==> config.mk <==
export PLATFORM = sky130hd
export DESIGN_NAME = psbb_dir
export DESIGN_NICKNAME = d
export VERILOG_FILES = /design/src/rtl/psbb_pkg.sv /design/src/rtl/psbb_dir.sv
export SDC_FILE = /design/constraint.sdc
export NUM_CORES = 2
export LEC_CHECK = 0
export ABC_AREA = 1
export BUFFER_PORTS_ARGS = -buffer_cell sky130_fd_sc_hd__buf_2
export CORE_ASPECT_RATIO = 0.7
export CORE_UTILIZATION = 50
export CTS_CLUSTER_DIAMETER = 60
export DETAILED_ROUTE_END_ITERATION = 8
export PLACE_DENSITY = 0.66
export SETUP_SLACK_MARGIN = 0.15
export SLEW_MARGIN = 5
export SYNTH_ARGS = -nofsm -noshare
export SYNTH_HDL_FRONTEND = slang
export SYNTH_SLANG_ARGS = --single-unit
==> constraint.sdc <==
create_clock -name clk -period 12.3 [get_ports clk]
set_input_delay 2.46 -clock clk [delete_from_list [all_inputs] [get_ports clk]]
set_output_delay 2.46 -clock clk [all_outputs]
set_load 0.05 [all_outputs]
==> src/rtl/psbb_pkg.sv <==
// Shared types, constants and helpers of the polyline stroke band block.
package psbb_pkg;

  // Default mesh capacity in vertices.
  localparam int unsigned MESH_VERTEX_LIMIT_DEF = 65535;

  // A join whose cross product of unit directions (Q2.30) is below this is straight.
  localparam logic [43:0] CROSS_EPS = 44'd107375;

  // Rounding constant for the Q.16 side offset product.
  localparam logic [42:0] ROUND_HALF = 43'd32768;

  // Largest magnitude of a Q1.15 unit component.
  localparam logic [16:0] UNIT_ONE = 17'd32768;

  // Reset value of the stroke width register.
  localparam logic [23:0] WIDTH_RESET = 24'd256;

  // Register indexes of the configuration port.
  localparam logic [1:0] REG_STROKE_WIDTH = 2'd0;
  localparam logic [1:0] REG_CLOSED_PATH  = 2'd1;
  localparam logic [1:0] REG_BASE_INDEX   = 2'd2;

  // Input opcodes.
  localparam logic OPC_SEGMENT = 1'b0;
  localparam logic OPC_JOIN    = 1'b1;

  // Result item kinds.
  localparam logic KIND_VERTEX   = 1'b0;
  localparam logic KIND_TRIANGLE = 1'b1;

  // One input point.
  typedef struct packed {
    logic               opcode;
    logic signed [31:0] point_x;
    logic signed [31:0] point_y;
    logic               final_point;
  } point_in_t;

  // One mesh result item.
  typedef struct packed {
    logic               item_kind;
    logic signed [31:0] vertex_x;
    logic signed [31:0] vertex_y;
    logic [15:0]        index_a;
    logic [15:0]        index_b;
    logic [15:0]        index_c;
    logic               last_of_run;
  } mesh_out_t;

  // A stored point.
  typedef struct packed {
    logic signed [31:0] x;
    logic signed [31:0] y;
  } pt_t;

  // Controls from the sequencer to the result buffer.
  typedef struct packed {
    logic push;
    logic flush;
  } out_ctl_t;

  // Main sequencer states.
  typedef enum logic [3:0] {
    S_IDLE,
    S_SETUP,
    S_DIR0,
    S_WAIT0,
    S_DIR1,
    S_WAIT1,
    S_CROSS_A,
    S_CROSS_B,
    S_CROSS_CHK,
    S_SIDE,
    S_EMIT,
    S_NEXT_OP,
    S_FINISH
  } seq_state_t;

  // Direction unit states.
  typedef enum logic [3:0] {
    D_IDLE,
    D_NORM,
    D_SQX,
    D_SQY,
    D_ROOT,
    D_LDX,
    D_DIVX,
    D_LDY,
    D_DIVY,
    D_DONE
  } dir_state_t;

  // Saturate a 34-bit signed sum to the signed 32-bit range.
  function automatic logic signed [31:0] sat32(input logic signed [33:0] v);
    logic signed [31:0] r;
    if (v > 34'sh0_7FFF_FFFF) begin
      r = 32'sh7FFF_FFFF;
    end else if (v < -34'sh0_8000_0000) begin
      r = -32'sh8000_0000;
    end else begin
      r = v[31:0];
    end
    return r;
  endfunction

endpackage

==> src/rtl/psbb_dir.sv <==
// Iterative unit direction: normalize, integer square root and two divisions.
module psbb_dir (
  input  logic               clk,
  input  logic               rst,
  input  logic               start,
  input  logic signed [32:0] dx,
  input  logic signed [32:0] dy,
  output logic               done,
  output logic               zero,
  output logic signed [16:0] ux,
  output logic signed [16:0] uy
);
  import psbb_pkg::*;

  dir_state_t state, state_next;

  logic        sgn_x, sgn_y;
  logic [32:0] ax, ay;
  logic [60:0] acc;
  logic [61:0] root;
  logic [60:0] bitv;
  logic [30:0] len;
  logic [30:0] rem;
  logic [16:0] nlow;
  logic [16:0] quo;
  logic [4:0]  dcnt;

  // Combinational helpers.
  logic [32:0] mx;
  logic [29:0] sq_op;
  logic [59:0] sq;
  logic [61:0] root_sum;
  logic        root_take;
  logic [61:0] root_new;
  logic [45:0] num;
  logic [31:0] trial;
  logic        qbit;
  logic [16:0] q_fin;
  logic [16:0] q_clamp;

  assign mx    = (ax > ay) ? ax : ay;
  assign sq_op = (state == D_SQY) ? ay[29:0] : ax[29:0];
  assign sq    = sq_op * sq_op;

  // One root digit per cycle.
  assign root_sum  = root + {1'b0, bitv};
  assign root_take = {1'b0, acc} >= root_sum;
  assign root_new  = root_take ? ((root >> 1) + {1'b0, bitv}) : (root >> 1);

  // Numerator of the rounded quotient, and one restoring division step.
  assign num     = {1'b0, ((state == D_LDY) ? ay[29:0] : ax[29:0]), 15'd0}
                 + {16'd0, len[30:1]};
  assign trial   = {rem, nlow[16]};
  assign qbit    = trial >= {1'b0, len};
  assign q_fin   = {quo[15:0], qbit};
  assign q_clamp = (q_fin > UNIT_ONE) ? UNIT_ONE : q_fin;

  // Next state.
  always_comb begin
    state_next = state;
    unique case (state)
      D_IDLE: begin
        if (start) begin
          state_next = (dx == '0 && dy == '0) ? D_DONE : D_NORM;
        end
      end
      D_NORM: begin
        if (mx[32:30] == 3'd0 && mx[29]) begin
          state_next = D_SQX;
        end
      end
      D_SQX:  state_next = D_SQY;
      D_SQY:  state_next = D_ROOT;
      D_ROOT: begin
        if (bitv[0]) begin
          state_next = D_LDX;
        end
      end
      D_LDX:  state_next = D_DIVX;
      D_DIVX: begin
        if (dcnt == 5'd16) begin
          state_next = D_LDY;
        end
      end
      D_LDY:  state_next = D_DIVY;
      D_DIVY: begin
        if (dcnt == 5'd16) begin
          state_next = D_DONE;
        end
      end
      D_DONE: state_next = D_IDLE;
      default: state_next = D_IDLE;
    endcase
  end

  // Outputs.
  always_comb begin
    done = (state == D_DONE);
  end

  // State register.
  always_ff @(posedge clk) begin
    if (rst) begin
      state <= D_IDLE;
    end else begin
      state <= state_next;
    end
  end

  // Datapath.
  always_ff @(posedge clk) begin
    case (state)
      D_IDLE: begin
        if (start) begin
          sgn_x <= dx[32];
          sgn_y <= dy[32];
          ax    <= dx[32] ? 33'(-dx) : 33'(dx);
          ay    <= dy[32] ? 33'(-dy) : 33'(dy);
          zero  <= (dx == '0 && dy == '0);
        end
      end
      D_NORM: begin
        if (mx[32:30] != 3'd0) begin
          ax <= ax >> 1;
          ay <= ay >> 1;
        end else if (!mx[29]) begin
          ax <= ax << 1;
          ay <= ay << 1;
        end
      end
      D_SQX: begin
        acc <= {1'b0, sq};
      end
      D_SQY: begin
        acc  <= acc + {1'b0, sq};
        root <= '0;
        bitv <= {1'b1, 60'd0};
      end
      D_ROOT: begin
        if (root_take) begin
          acc <= 61'(({1'b0, acc}) - root_sum);
        end
        root <= root_new;
        bitv <= bitv >> 2;
        if (bitv[0]) begin
          len <= root_new[30:0];
        end
      end
      D_LDX, D_LDY: begin
        rem  <= {2'b00, num[45:17]};
        nlow <= num[16:0];
        quo  <= '0;
        dcnt <= '0;
      end
      D_DIVX, D_DIVY: begin
        rem  <= qbit ? 31'(trial - {1'b0, len}) : trial[30:0];
        nlow <= nlow << 1;
        quo  <= q_fin;
        dcnt <= dcnt + 5'd1;
        if (dcnt == 5'd16) begin
          if (state == D_DIVX) begin
            ux <= sgn_x ? 17'(-q_clamp) : q_clamp;
          end else begin
            uy <= sgn_y ? 17'(-q_clamp) : q_clamp;
          end
        end
      end
      default: begin
      end
    endcase
  end

`ifndef ASSERT_OFF
  // A nonzero direction always gives a nonzero unit vector.
  a_unit_nonzero: assert property (@(posedge clk) disable iff (rst)
    done && !zero |-> (ux != '0 || uy != '0))
    else $error("unit direction of a nonzero vector is zero");

  // The root search walks a single bit.
  a_root_onehot: assert property (@(posedge clk) disable iff (rst)
    state == D_ROOT |-> $onehot(bitv))
    else $error("root bit is not one-hot");

  // The partial remainder stays below the divisor.
  a_rem_bound: assert property (@(posedge clk) disable iff (rst)
    (state == D_DIVX || state == D_DIVY) |-> rem < len)
    else $error("division remainder out of range");
`endif

endmodule

Word level (Yosys, flattened, before mapping)

Cells that the tools add are included.

Bitwise logic cells: 1
Equality and inequality tests: 17
Muxes and demuxes: 33
Reductions and logical operators: 20
$mul: 1
Magnitude comparators: 4
Shifts and indexed selects: 0
Divide/modulo/power cells: 0
Add/subtract/negate cells: 10

Operators with widths:

| cell                                                           | number |
|---|---|
| 33-bit 2-to-1 mux                                              | 9 |
| 61-bit one-hot mux with 3 select lines                         | 1 |
| 33-bit one-hot mux with 2 select lines                         | 2 |
| 62-bit one-hot mux with 2 select lines                         | 1 |
| 61-bit one-hot mux with 2 select lines                         | 1 |
| 33-bit logical NOT                                             | 2 |
| 33-bit negator                                                 | 2 |
| 61-bit by 61-bit adder with 62-bit output                      | 1 |
| 62-bit by 61-bit adder with 62-bit output                      | 1 |
| 61-bit by 62-bit greater-or-equal comparator with 1-bit output | 1 |
| 62-bit 2-to-1 mux                                              | 1 |
| 31-bit one-hot mux with 2 select lines                         | 1 |
| 61-bit by 60-bit adder with 61-bit output                      | 1 |
| 61-bit 2-to-1 mux                                              | 1 |
| 61-bit subtractor                                              | 1 |
| 30-bit by 30-bit multiplier with 60-bit output                 | 1 |
| 30-bit 2-to-1 mux                                              | 2 |
| 17-bit 2-to-1 mux                                              | 3 |
| 45-bit by 30-bit adder with 46-bit output                      | 1 |
| 4-bit one-hot mux with 9 select lines                          | 1 |
| 17-bit one-hot mux with 2 select lines                         | 1 |
| 33-bit greater-than comparator                                 | 1 |
| 32-bit by 31-bit greater-or-equal comparator with 1-bit output | 1 |
| 16-bit one-hot mux with 2 select lines                         | 1 |
| 24 further kinds                                               | 48 |

RAM bits: 0
Bits in registers: 391
Latch bits: 0
ROM bits: 0
Memories kept: 0
Word-level logic and storage cells: 102

Logic depth before layout (Yosys ltp)

Depth after elaboration: 6
Depth in mapped cells: 63

Least setup slack after synthesis

No wires, ideal clock.

Path type: register to register
Start point: register state[0]
End point: register acc[56] (data pin)
Cell stages (with the launch flop): 58
Setup time: 269 ps
Path buffers: 3
Slack: 1949 ps
Data arrival time: 10082 ps
Cells stage by stage: dfxtp_1 > nand2_2 > clkinv_2 > nand2_4 > clkbuf_1 > clkbuf_1 > nand2_1 > o21ai_1 > clkinv_1 > clkbuf_1 > nor2_1 > inv_1 > fa_1 > inv_1 > fa_1 > fa_1 > inv_1 > fa_1 > [22 not listed] > nand2_1 > nor2_2 > nand2_1 > o21ai_0 > a21oi_1 > ha_1 > nand2_1 > nor2_1 > inv_1 > nor2_1 > nand2_1 > nor4_1 > nand2_1 > o211ai_1 > a21oi_1 > xnor2_1 > nand2_1 > o21ai_0

Longest elaborated chain between the ends: 5

RTL lines:

| what                                           | RTL line                        | text |
|---|---|---|
| from (decl)                                    | psbb_dir.sv:15                  | `dir_state_t state, state_next;` |
| from (signal assigned)                         | psbb_dir.sv:106                 | `state <= state_next;` |
| 4-bit by 2-bit == test with 1-bit output       | psbb_dir.sv:42, psbb_dir.sv:112 |  |
| 30-bit 2-to-1 mux                              | psbb_dir.sv:42                  | `assign sq_op = (state == D_SQY) ? ay[29:0] : ax[29:0];` |
| 30-bit by 30-bit multiplier with 60-bit output | psbb_dir.sv:43                  | `assign sq = sq_op * sq_op;` |
| 61-bit by 60-bit adder with 61-bit output      | psbb_dir.sv:135                 | `acc <= acc + {1'b0, sq};` |
| 61-bit one-hot mux with 3 select lines (*)     | psbb_dir.sv:112                 | `case (state)` |
| to (signal assigned)                           | psbb_dir.sv:132                 | `acc <= {1'b0, sq};` |
| to (signal assigned)                           | psbb_dir.sv:135                 |  |
| to (signal assigned)                           | psbb_dir.sv:141                 | `acc <= 61'(({1'b0, acc}) - root_sum);` |
| to (decl)                                      | psbb_dir.sv:19                  | `logic [60:0] acc;` |

Mark *: on every way between the ends. The rest lies on a longest branch, timed or not.
A chain may end at the register's enable or synchronous reset.

Worst setup path after layout

Start point: register state[3]
End point: register acc[55] (data pin)

The elaborated chain is that of the path after synthesis.

==> run metrics <==
outcome finished clean; WS Path Type reg -> reg; Max Fclk 0.0853 GHz; largest net degree at the start of global routing 70; Area contributors post-synth fa_1 (23%), edfxtp_1 (18%), inv_1 (11%); slowest CP cell fa_1; Netlist cell types 62; Overflow after GRT 0; H-tree depth 2; antenna-violating nets left 0; Final Hold Fails 0; unrepaired setup endpoints after global routing true; Setup-failing EPs final 0; drt drc 0; initial antenna violation count 12; Cell Count, Final, Fillers Out 10.1k; Worst Setup Start Kind register; CTS root buf clkbuf_16; DR vias/cell 5.51; crit share post-route 95.4%; min-delay worst type reg -> reg; Core Footprint 120000 um^2; Clock Sinks 361; 1st-iter DRT viols 6362; Die Ht 294 um; cell area after synthesis 61100 um^2; CTS max path bufs 3; placed insts 9988; GRT Total Usage 33.6%; TritonCTS clock tree yes; synthesized net count 9608; area leader, netlist fa_1; commonest non-fill, non-tap cell in the layout inv_1; vias in the first global route 53.6k; Crit path top cell by count nand2_1; gpl congestion 1.01; # IOs 105; WHS 0.527 ns; Avg Synthesized Cell Area 7.35 um^2; Chip Width 420 um; Final nets 9730; share of post-route cells with drive strength above 1 5.49%; worst stage delay on the critical path 0.57 ns; synthesis-to-finish area growth 8.15%; M1 GR Usage 52.1%; drt wl/cell 20.5 um; crit path max fanout 13; post-synthesis sequential area ratio 17.7%; DRT Pass-1 Iters 6; fillers 11.8k; Final min period 11.73 ns; FFs w/ async S/R, synth 0%; min-delay src nlow[2]; hold path cells 2; detailed-route via count 55.6k; dpl hpwl 171000 um; arrival time worst endpoint 12.06 ns; die area 124000 um^2; Slew HR 22.2%; most used routing layer in global routing met1; met3 usage 8.72%; fin. max-slew vios 0; TritonCTS Buffers 40; post-synthesis cell count 8313; Worst Hold Endpoint nlow[3]; Clock Skew 0.0216 ns; Crit. End Element register; first-pass GRT wire length 318000 um; RR Endpoint acc[55]; Yosys reg bits 361; Post-synth EDFFs 357; Worst-Margin Slew 1.16 ns; row count 106; FF-to-FF Start state[3]; I/O Buffers 104; reg-to-reg slack, setup 0.57 ns; predominant post-synthesis flop cell edfxtp_1; total of max-cap violations 0; Ys Warns 0; Clock transition at path regs 0.07 ns; cells on worst reg2reg path 51; WL final 207000 um; Worst-Skew Late Latency 0.61 ns; Initial Util 50.8%; most frequent cells in the layout inv_1 (1803), nand2_1 (1600), nor2_1 (1011); Yosys top cell area share 23.2%; grt met2 use 46.7%; Crit path required time 12.63 ns
## logic make-up after synthesis
| group | Yosys count | synth area share (%) |
|---|---|---|
| AO/OA/AOI/OAI | 1269 | 11.3 |
| XOR/XNOR | 247 | 3.54 |
| adder cells (fa/ha/maj) | 1226 | 33.8 |
| buffers and inverters | 2019 | 12.4 |
| flip-flops | 361 | 17.7 |
| multiplexers | 3 | 0.0512 |
| AND/OR/NAND/NOR | 3188 | 21.2 |
## synthesized netlist by cell type (all sizes together), types with 15 or more instances
library cell / n
o22ai: 30
a21boi: 18
nor2: 1054
o211ai: 21
o21ai: 574
clkbuf: 164
nor4: 29
o21a: 17
inv: 1822
a21oi: 457
o21bai: 28
a21o: 15
xor2: 139
nand2: 1618
nand3: 276
buf: 23
nand4: 70
a31oi: 56
ha: 519
edfxtp: 357
xnor2: 108
nor3: 96
fa: 707
## per-layer routing
metal,wire (um),share of wire [%]
met2,81500,39
met4,3850,1.9
met3,24000,12
met5,134,0.065
met1,97100,47
## worst max-delay path: cells and delay by family, from the launching register on
kind | cells | cell delay (ns)
adders and majority gates | 10 | 4.31
DFF | 1 | 0.37
AOI/OAI and AO/OA | 5 | 1.04
xor gates and xnor gates | 1 | 0.08
buffers and inverters | 11 | 1.63
and+or+nand+nor | 24 | 3.95
## how the worst max path moves through the flow
stage	startpoint	slack (ns)	end	cells after the start
final	state[3]	0.57	acc[55]	51
after floorplan	state[0]	1.95	acc[56]	57
after CTS	state[0]	0.19	acc[54]	51
after detailed placement	state[0]	-0.03	acc[36]	51
after global routing	state[3]	0.13	acc[56]	56
after global placement	state[0]	0.02	acc[57]	50
## timing repair
item                                    4_1_cts  5_1_grt
endpoints found under the setup margin        9       33
pin swaps                                     0        6
gates cloned                                  0        3
endpoints found under the hold margin         0        0
hold buffers                                  0        0
buffers inserted                              3       19
gates resized for setup                       7       95
## area by class of cell
class	count	area [um^2]	area share (%)
sequential	361	10800	16.4
multi-input combinational	5936	43100	65.2
tap	1620	2030	3.07
timing repair buffer	264	1800	2.73
clock buffer	46	1040	1.58
inverter	1832	6910	10.5
antenna	5	12.5	0.0189
clock inverter	28	392	0.593
## through the flow
stage	setup TNS [ns]	util [%]	setup slack, ns	instance area (um^2)
floorplan	0	-	1.95	61100
global placement	0	53.2	0.0169	64000
detailed placement	-0.0399	53.2	-0.0318	64000
CTS	0	54.5	0.190	65500
global route	0	54.9	0.125	66000
finish	0	54.9	0.570	66100
## sequential cells by signal (all words and copies together) (netlist names), 4 cells and up
name and cells:
uy 17, rem 31, acc 61, ax 33, len 31, root 62, dcnt 5, bitv 31
state 4, nlow 17, quo 16, ux 17, ay 33
Power is left out: the tool's default activity adds up to more than one toggle a clock period on the data nets, which glitch-free logic cannot reach.
