### config.mk
export PLATFORM = sky130hd
export DESIGN_NAME = psbb_out
export DESIGN_NICKNAME = d
export VERILOG_FILES = /design/src/rtl/psbb_pkg.sv /design/src/rtl/psbb_out.sv
export SDC_FILE = /design/constraint.sdc
export NUM_CORES = 1
export LEC_CHECK = 0
export ABC_AREA = 0
export ABC_CLOCK_PERIOD_IN_PS = 11300
export BUFFER_PORTS_ARGS = -buffer_cell sky130_fd_sc_hd__buf_2
export CORE_UTILIZATION = 53
export CTS_CLUSTER_DIAMETER = 120
export CTS_CLUSTER_SIZE = 40
export DETAILED_ROUTE_END_ITERATION = 8
export PLACE_DENSITY = 0.84
export SLEW_MARGIN = 40
export SYNTH_ARGS = -nofsm -noshare
export SYNTH_HDL_FRONTEND = slang
export SYNTH_SLANG_ARGS = --single-unit
### constraint.sdc
create_clock -name clk -period 11.3 [get_ports clk]
set_input_delay 2.26 -clock clk [delete_from_list [all_inputs] [get_ports clk]]
set_output_delay 2.26 -clock clk [all_outputs]
set_load 0.02 [all_outputs]
### src/rtl/psbb_pkg.sv
// Shared types, constants and helpers of the polyline stroke band block.
package psbb_pkg;

  // Default mesh capacity in vertices.
  localparam int unsigned MESH_VERTEX_LIMIT_DEF = 65535;

  // A join whose cross product of unit directions (Q2.30) is below this is straight.
  localparam logic [43:0] CROSS_EPS = 44'd107375;

  // Rounding constant for the Q.16 side offset product.
  localparam logic [42:0] ROUND_HALF = 43'd32768;

  // Largest magnitude of a Q1.15 unit component.
  localparam logic [16:0] UNIT_ONE = 17'd32768;

  // Reset value of the stroke width register.
  localparam logic [23:0] WIDTH_RESET = 24'd256;

  // Register indexes of the configuration port.
  localparam logic [1:0] REG_STROKE_WIDTH = 2'd0;
  localparam logic [1:0] REG_CLOSED_PATH  = 2'd1;
  localparam logic [1:0] REG_BASE_INDEX   = 2'd2;

  // Input opcodes.
  localparam logic OPC_SEGMENT = 1'b0;
  localparam logic OPC_JOIN    = 1'b1;

  // Result item kinds.
  localparam logic KIND_VERTEX   = 1'b0;
  localparam logic KIND_TRIANGLE = 1'b1;

  // One input point.
  typedef struct packed {
    logic               opcode;
    logic signed [31:0] point_x;
    logic signed [31:0] point_y;
    logic               final_point;
  } point_in_t;

  // One mesh result item.
  typedef struct packed {
    logic               item_kind;
    logic signed [31:0] vertex_x;
    logic signed [31:0] vertex_y;
    logic [15:0]        index_a;
    logic [15:0]        index_b;
    logic [15:0]        index_c;
    logic               last_of_run;
  } mesh_out_t;

  // A stored point.
  typedef struct packed {
    logic signed [31:0] x;
    logic signed [31:0] y;
  } pt_t;

  // Controls from the sequencer to the result buffer.
  typedef struct packed {
    logic push;
    logic flush;
  } out_ctl_t;

  // Main sequencer states.
  typedef enum logic [3:0] {
    S_IDLE,
    S_SETUP,
    S_DIR0,
    S_WAIT0,
    S_DIR1,
    S_WAIT1,
    S_CROSS_A,
    S_CROSS_B,
    S_CROSS_CHK,
    S_SIDE,
    S_EMIT,
    S_NEXT_OP,
    S_FINISH
  } seq_state_t;

  // Direction unit states.
  typedef enum logic [3:0] {
    D_IDLE,
    D_NORM,
    D_SQX,
    D_SQY,
    D_ROOT,
    D_LDX,
    D_DIVX,
    D_LDY,
    D_DIVY,
    D_DONE
  } dir_state_t;

  // Saturate a 34-bit signed sum to the signed 32-bit range.
  function automatic logic signed [31:0] sat32(input logic signed [33:0] v);
    logic signed [31:0] r;
    if (v > 34'sh0_7FFF_FFFF) begin
      r = 32'sh7FFF_FFFF;
    end else if (v < -34'sh0_8000_0000) begin
      r = -32'sh8000_0000;
    end else begin
      r = v[31:0];
    end
    return r;
  endfunction

endpackage

### src/rtl/psbb_out.sv
// Result buffer: one pending item so that the last of a run can be marked, then the output register.
module psbb_out (
  input  logic                clk,
  input  logic                rst,
  input  psbb_pkg::out_ctl_t  ctl,
  input  psbb_pkg::mesh_out_t data,
  output logic                can_take,
  output logic                mesh_valid,
  input  logic                mesh_ready,
  output psbb_pkg::mesh_out_t mesh
);
  import psbb_pkg::*;

  logic      pvalid;
  mesh_out_t pdata;
  logic      out_free;
  mesh_out_t mid_item, end_item;

  assign out_free = !mesh_valid || mesh_ready;
  assign can_take = !pvalid || out_free;

  // The pending item marked as inside or at the end of its run.
  always_comb begin
    mid_item             = pdata;
    mid_item.last_of_run = 1'b0;
    end_item             = pdata;
    end_item.last_of_run = 1'b1;
  end

  // Control: valid bits of the pending and output registers.
  always_ff @(posedge clk) begin
    if (rst) begin
      pvalid     <= 1'b0;
      mesh_valid <= 1'b0;
    end else begin
      if (ctl.push && can_take) begin
        pvalid <= 1'b1;
        if (pvalid) begin
          mesh_valid <= 1'b1;
        end else if (mesh_ready) begin
          mesh_valid <= 1'b0;
        end
      end else if (ctl.flush && can_take && pvalid) begin
        pvalid     <= 1'b0;
        mesh_valid <= 1'b1;
      end else if (mesh_ready) begin
        mesh_valid <= 1'b0;
      end
    end
  end

  // Payload moves.
  always_ff @(posedge clk) begin
    if (ctl.push && can_take) begin
      pdata <= data;
      if (pvalid) begin
        mesh <= mid_item;
      end
    end else if (ctl.flush && can_take && pvalid) begin
      mesh <= end_item;
    end
  end

endmodule

Word level (Yosys, flattened, before mapping). Index checks and enable logic that the tools add are counted.

Register bits: 229. Input port bits: 119. Output and inout bits: 116.

Eq/ne operators: 1. Multiplexer cells: 9. Reductions and logical operators: 9.

Operator list (number): 114-bit two-way mux (3); 1-bit two-way mux (6); 1-bit logical AND (3); 1-bit logical NOT (2); 1-bit logical OR (2); 2-bit inequality test (second input constant) (1); 2-bit AND reduction (1); 2-bit nonzero test (1).

Logic depth before layout (Yosys ltp). Gate-level depths: netlist of run 1.

Depth after elaboration: 7. Gate-level depth with buffers: 2. Mapped depth without buffers: 2.

Worst setup path before layout of run 1. No wires, ideal clock.

Path kind: input -> register. Start point: input port mesh_ready. End point: register mesh[0] in the netlist's numbering, enable pin. Setup time: 0.602 ns. Arrival time: 7.432 ns. Required time: 10.698 ns. Slack: 3.267 ns. Stages: 2. Cell sequence: nand2b_4 nor2b_1.

Word-level cells in the longest chain between the ends: 6.

RTL lines: from (decl) (line psbb_out.sv:9) `input logic mesh_ready,`; 1-bit logical OR (*) (line psbb_out.sv:19) `assign out_free = !mesh_valid || mesh_ready;`; 1-bit logical OR (*) (line psbb_out.sv:20) `assign can_take = !pvalid || out_free;`; 1-bit logical AND (2 in a row) (line psbb_out.sv:59) `end else if (ctl.flush && can_take && pvalid) begin`; 2-bit nonzero test (no line); 2-bit AND reduction (no line) (*); to (signal assigned) (line psbb_out.sv:57) `mesh <= mid_item;`; to (signal assigned) (line psbb_out.sv:60) `mesh <= end_item;`; to (decl) (line psbb_out.sv:10) `output psbb_pkg::mesh_out_t mesh`.

Every way passes the cells marked *; elsewhere a longest branch is shown, timed or not. A chain may end at the register's enable or synchronous reset.

Final worst setup path of run 1.
Start point: input port mesh_ready. End point: output port can_take.

Word-level cells in the longest chain between the ends: 2.

RTL lines: 1-bit logical OR (line psbb_out.sv:19); 1-bit logical OR (line psbb_out.sv:20); to (decl) (line psbb_out.sv:7) `output logic can_take,`.

No other way between the ends.

==> impl_metrics.json, run 1 <==
{
  "status": "finished clean",
  "cts_setup_buffers": 0,
  "hold_violations": 0,
  "antenna_found_initial": 1,
  "yosysTopAreaCellShare_pct": 98.4,
  "dp_hpwl_um": 7410,
  "holdWs_ps": 418,
  "vias": 3034,
  "ir_drop_mv": 0.158,
  "drtIter0Drc": 250,
  "cts_buffers": 9,
  "placementRows": 41,
  "cts_tree": "done",
  "crit_type": "in2out",
  "cts_hold_buf": 0,
  "num_io_pins": 235,
  "grt_setup_unrepaired": "false",
  "final_cell_mix": "233 x buf_2, 227 x edfxtp_1, 9 x clkbuf_16, 3 x buf_4, 2 x dfxtp_1",
  "place_congestion": 0.683,
  "cp_max_fo": 3,
  "ys_ff_latch": 229,
  "switchingPower_mw": 0.282,
  "root_buffer": "clkbuf_16",
  "power.density_mw_per_mm2": 168,
  "routed_via_density": 4.62,
  "grt_pass1_wl_um": 14200,
  "dpl-instance-area_mm2": 0.00834,
  "grt-ovfl-total": 0,
  "clk_latency_ps": 460,
  "setup-tns-final_ps": 0,
  "path_common_cell": "buf_2",
  "ys_seq_area_share_pct": 99.0,
  "p_int_mw": 1.16,
  "nets": 605,
  "yosys_warnings": 0,
  "drcViolationCount": 0,
  "antenna_cells": 0,
  "cts.sinks": 229,
  "numPortBuffers": 233,
  "syn2layout_area_growth_pct": 23.9,
  "finalCritPeriodShare_pct": 44.3,
  "grt_max_degree": 61,
  "drive_above_1_share_pct": 51.5,
  "dieArea_mm2": 0.0135,
  "synth.area.top_cells": "edfxtp_1 98%, dfxtp_1 0.58%, a311oi_2 0.22%",
  "fin_crit_ps": 5010,
  "swShare_pct": 19.6,
  "seqPwrFrac_pct": 68.9,
  "synthCells": 239,
  "syn-cell-area_mm2": 0.00693,
  "p_leak_nw": 3.26,
  "worstPathArrival_ps": 2750,
  "stdcell_count": 657,
  "final_common_cell": "buf_2",
  "tightest_slew_ps": 720,
  "firstDrtPassIters": 4,
  "wire_per_inst_um": 15.7,
  "pwr-share-comb_pct": 5.7,
  "yosysUniqueCellTypes": 12,
  "slew_headroom_pct": 52.0,
  "cts.clk_slew.worst_paths_ps": 130,
  "r2r_slack_ps": 9030,
  "slew_viol_final": 0,
  "synth_nets": 358,
  "first_global_vias": 2861,
  "setup_viol": 0,
  "placedCellCount": 647,
  "maxCapViolCount": 0,
  "antenna_left": 0,
  "fin_area_mm2": 0.00858,
  "start_util_pct": 54.7,
  "synth.avg_cell_area_um2": 29.0,
  "yosysTopAreaCell": "edfxtp_1",
  "grt_use_total_pct": 14.3,
  "htreeDepth": 1,
  "fmax_mhz": 200,
  "cts_resized": 0,
  "power_frac_clock_pct": 25.3,
  "slowest_delay_ps": 200,
  "critPathLaunchType": "input pin",
  "worstHoldPathType": "reg2reg",
  "clock_skew_ps": 14.5,
  "core_area_mm2": 0.0127,
  "fp.dieH_um": 116,
  "cts_buffer_depth": 3,
  "cp_cell_sequence": "buf_2 > nand3b_1 > buf_2",
  "crit_required_ps": 9040,
  "dieWidth_um": 116,
  "crit_slowest_cell": "nand3b_1",
  "wirelength_um": 10300,
  "end_kind": "output pin"
}
## power by group through the flow
stage	Combinational (mW)	Clock, mW	Sequential [mW]
after floorplan	0.0148	0	1.04
after global placement	0.0820	0	1.01
after detailed placement	0.0842	0	1.01
after CTS	0.0842	0.378	0.995
after global routing	0.0897	0.403	0.999
final	0.0826	0.366	0.995
## cells in the mapped netlist
cell	count
a311oi_2	1
dfxtp_1	2
nand2_1	1
and2_2	1
inv_1	1
nor2b_1	1
edfxtp_1	227
nor2_1	1
nand2b_4	1
o21ai_0	1
a21oi_1	1
nand3b_1	1
## cell type report
cell class | instances | area, um^2
clock inverter | 1 | 16.3
sequential | 229 | 6860
inverter | 1 | 3.75
clock buffer | 9 | 225
timing repair buffer | 236 | 1190
fill | 831 | 4090
multi-input combinational | 9 | 76.3
tap | 172 | 215
## critical path: cells and delay by family
kind / cells / cell delay, ps
buffers and inverters: 2 / 290
and+or+nand+nor: 1 / 200
## routing by layer
layer  vias up  GRT usage (%)  wire (um)
li1       1448              -          -
met2       156           24.6       5150
met5         -              0          0
met3        12           6.18       1310
met4         0           3.33        178
met1      1418           16.7       3670
## per-stage QoR
| stage | worst slack (ps) | total power [mW] | utilization [%] |
|---|---|---|---|
| floorplan | 3270 | 1.06 | - |
| global placement | 6320 | 1.09 | 65.8 |
| detailed placement | 6300 | 1.10 | 65.8 |
| CTS | 6290 | 1.46 | 67.7 |
| global route | 6290 | 1.49 | 67.7 |
| finish | 6290 | 1.44 | 67.7 |
## kinds of logic after synthesis
family / share of synthesized area (%)
AOI/OAI and AO/OA: 0.361
and+or+nand+nor: 0.614
buffers and inverters: 0.0541
DFF: 99.0
## registers in the layout (all words and copies together), names as in the netlist
name and count:
pvalid 1, mesh 114, end_item 113, mesh_valid 1
## path summary, 6_finish.rpt
| path | startpoint | cells past startpoint | end |
|---|---|---|---|
| worst max register to register | mesh_valid$_SDFF_PP0_ | 3 | end_item[55]$_DFFE_PP_ |
| worst min register to register | end_item[55]$_DFFE_PP_ | 0 | mesh[55]$_DFFE_PP_ |
| worst min-delay path | end_item[55]$_DFFE_PP_ | 0 | mesh[55]$_DFFE_PP_ |
| worst max-delay path | mesh_ready | 3 | can_take |
No activity file was read; power rests on OpenSTA's default activity.
==> run 2, diff against run 1 <==
--- a/config.mk
+++ b/config.mk
@@ -6,13 +6,13 @@
 export NUM_CORES = 1
 export LEC_CHECK = 0
 export ABC_AREA = 0
-export ABC_CLOCK_PERIOD_IN_PS = 11300
+export ABC_CLOCK_PERIOD_IN_PS = 4800
 export BUFFER_PORTS_ARGS = -buffer_cell sky130_fd_sc_hd__buf_2
-export CORE_UTILIZATION = 53
+export CORE_UTILIZATION = 49
 export CTS_CLUSTER_DIAMETER = 120
 export CTS_CLUSTER_SIZE = 40
 export DETAILED_ROUTE_END_ITERATION = 8
-export PLACE_DENSITY = 0.84
+export PLACE_DENSITY = 0.78
 export SLEW_MARGIN = 40
 export SYNTH_ARGS = -nofsm -noshare
 export SYNTH_HDL_FRONTEND = slang
==> constraint.sdc (replaced) <==
create_clock -name clk -period 4.8 [get_ports clk]
set_input_delay 0.96 -clock clk [delete_from_list [all_inputs] [get_ports clk]]
set_output_delay 0.96 -clock clk [all_outputs]
set_load 0.02 [all_outputs]
==> run 2 against run 1 <==
Worst hold slack better by 4.5 ps. Largest cell class unchanged. Sequential share of layout area down 0.93 points. Die area increased by 8.0%. Combinational power grew to 2.5 times the previous value. Flip-flop and latch count unchanged. Register-to-register slack lost 6200 ps. Critical path depth unchanged. Final cell count increased by 2.0%. Wire length grew 6.5%. Cell area rose by 1.2%. Utilization decreased by 4.9 points. Clock-buffer cell count rose by 1.
==> impl_metrics.json, run 2 (synthesis gave the netlist of run 1 again) <==
{
  "end_kind": "output pin",
  "hold_violations": 0,
  "ir_drop_mv": 0.303,
  "r2r_slack_ps": 2790,
  "first_global_vias": 3033,
  "setup_viol": 0,
  "top_register": "mesh",
  "cts_setup_buffers": 0,
  "cts.sinks": 229,
  "hold_start": "end_item[104]$_DFFE_PP_",
  "wire_per_inst_um": 16.4,
  "status": "finished clean",
  "worstHoldPathType": "reg2reg",
  "cp_max_fo": 3,
  "start_util_pct": 50.1,
  "cts.clk_slew.worst_paths_ps": 130,
  "dieArea_mm2": 0.0146,
  "pwr-share-comb_pct": 6.0,
  "reg2reg_to": "mesh[7]$_DFFE_PP_",
  "hold_end": "mesh[104]$_DFFE_PP_",
  "fill_cells": 921,
  "root_buffer": "clkbuf_16",
  "worst_r2r_path_depth": 4,
  "seq_area_mm2": 0.00686,
  "slew_headroom_pct": 60.1,
  "grt_max_degree": 60,
  "fin_crit_ps": 2400,
  "final_cell_mix": "233 x buf_2, 227 x edfxtp_1, 9 x clkbuf_16, 3 x buf_12, 3 x buf_4",
  "htreeDepth": 1,
  "grt_setup_unrepaired": "false",
  "cts_tree": "done",
  "cts_resized": 0,
  "finalCritPeriodShare_pct": 50.0,
  "clock_skew_ps": 18.4,
  "largest_reg_flops": 114,
  "power.density_mw_per_mm2": 394,
  "antenna_found_initial": 1,
  "seqPwrFrac_pct": 68.4,
  "tightest_slew_ps": 598,
  "placementRows": 43,
  "vias": 3139,
  "dp_hpwl_um": 7840,
  "maxCapViolCount": 0,
  "fp.dieH_um": 121,
  "place_congestion": 0.755,
  "p_leak_nw": 3.30,
  "dpl-instance-area_mm2": 0.00844,
  "drtIter0Drc": 241,
  "slew_viol_final": 0,
  "place_ws_ps": 2060,
  "cts_buffers": 9,
  "critPathLaunchType": "input pin",
  "firstDrtPassIters": 4,
  "clk_latency_ps": 460,
  "final_common_cell": "buf_2",
  "antenna_left": 0,
  "nets": 609,
  "crit_type": "in2out",
  "p_int_mw": 2.74,
  "swShare_pct": 19.8,
  "drcViolationCount": 0,
  "dieWidth_um": 121,
  "fmax_mhz": 416,
  "cts_hold_buf": 0,
  "drive_above_1_share_pct": 51.8,
  "power_frac_clock_pct": 25.5,
  "numPortBuffers": 233,
  "grt_pass1_wl_um": 15600,
  "cts_buffer_depth": 3,
  "wirelength_um": 11000,
  "cp-startpoint": "mesh_ready",
  "switchingPower_mw": 0.679,
  "core_area_mm2": 0.0138,
  "holdWs_ps": 422,
  "multiInputGateArea_um2": 76.3,
  "setup-tns-final_ps": 0,
  "syn2layout_area_growth_pct": 25.3,
  "rr_startpoint": "pvalid$_SDFFE_PP0P_",
  "num_io_pins": 235,
  "worstPathArrival_ps": 1440,
  "crit_required_ps": 3840,
  "routed_via_density": 4.69,
  "grt_use_total_pct": 14.3,
  "layout_setup_ws_ps": 2400,
  "worstHoldPathCells": 0,
  "fin_area_mm2": 0.00868,
  "grt-ovfl-total": 0,
  "antenna_cells": 0
}
## run 2: power groups by stage
| stage | logic [mW] | registers (mW) | clock network [mW] |
|---|---|---|---|
| floorplan | 0.0349 | 2.45 | 0 |
| global placement | 0.196 | 2.38 | 0 |
| detailed placement | 0.210 | 2.39 | 0 |
| CTS | 0.210 | 2.34 | 0.902 |
| global route | 0.222 | 2.35 | 0.954 |
| finish | 0.207 | 2.34 | 0.874 |
## run 2: metal layers
metal	global-route usage, %	routed length (um)	vias up
met4	4.78	262	0
met3	4.51	987	19
li1	-	-	1458
met5	0	0	-
met2	24.2	5380	161
met1	17.5	4340	1501
## run 2: per-stage QoR
stage / power [mW] / cells / utilization [%]
floorplan: 2.48 / 239 / -
global placement: 2.58 / 656 / 60.5
detailed placement: 2.60 / 659 / 61.0
CTS: 3.46 / 670 / 62.8
global route: 3.53 / 670 / 62.8
finish: 3.42 / 670 / 62.8
## run 2: worst max-delay path, cell delays in order
cell and delay, ps:
buf_2 110, nand3b_1 190, buf_2 190
## run 2: area by class of cell
| type | instances | share of cell area, % |
|---|---|---|
| Sequential cell | 229 | 79.0 |
| Timing Repair Buffer | 240 | 14.7 |
| Clock buffer | 10 | 2.64 |
| Tap cell | 180 | 2.59 |
| Multi-Input combinational cell | 9 | 0.879 |
| Clock inverter | 1 | 0.187 |
| Inverter | 1 | 0.0432 |
## run 2: worst max-delay path by stage
stage,end,slack [ps]
finish,can_take,2400
global route,can_take,2390
CTS,can_take,2410
detailed placement,mesh[37]$_DFFE_PP_,2060
global placement,end_item[24]$_DFFE_PP_,1980
floorplan,mesh[0]$_DFFE_PP_,280
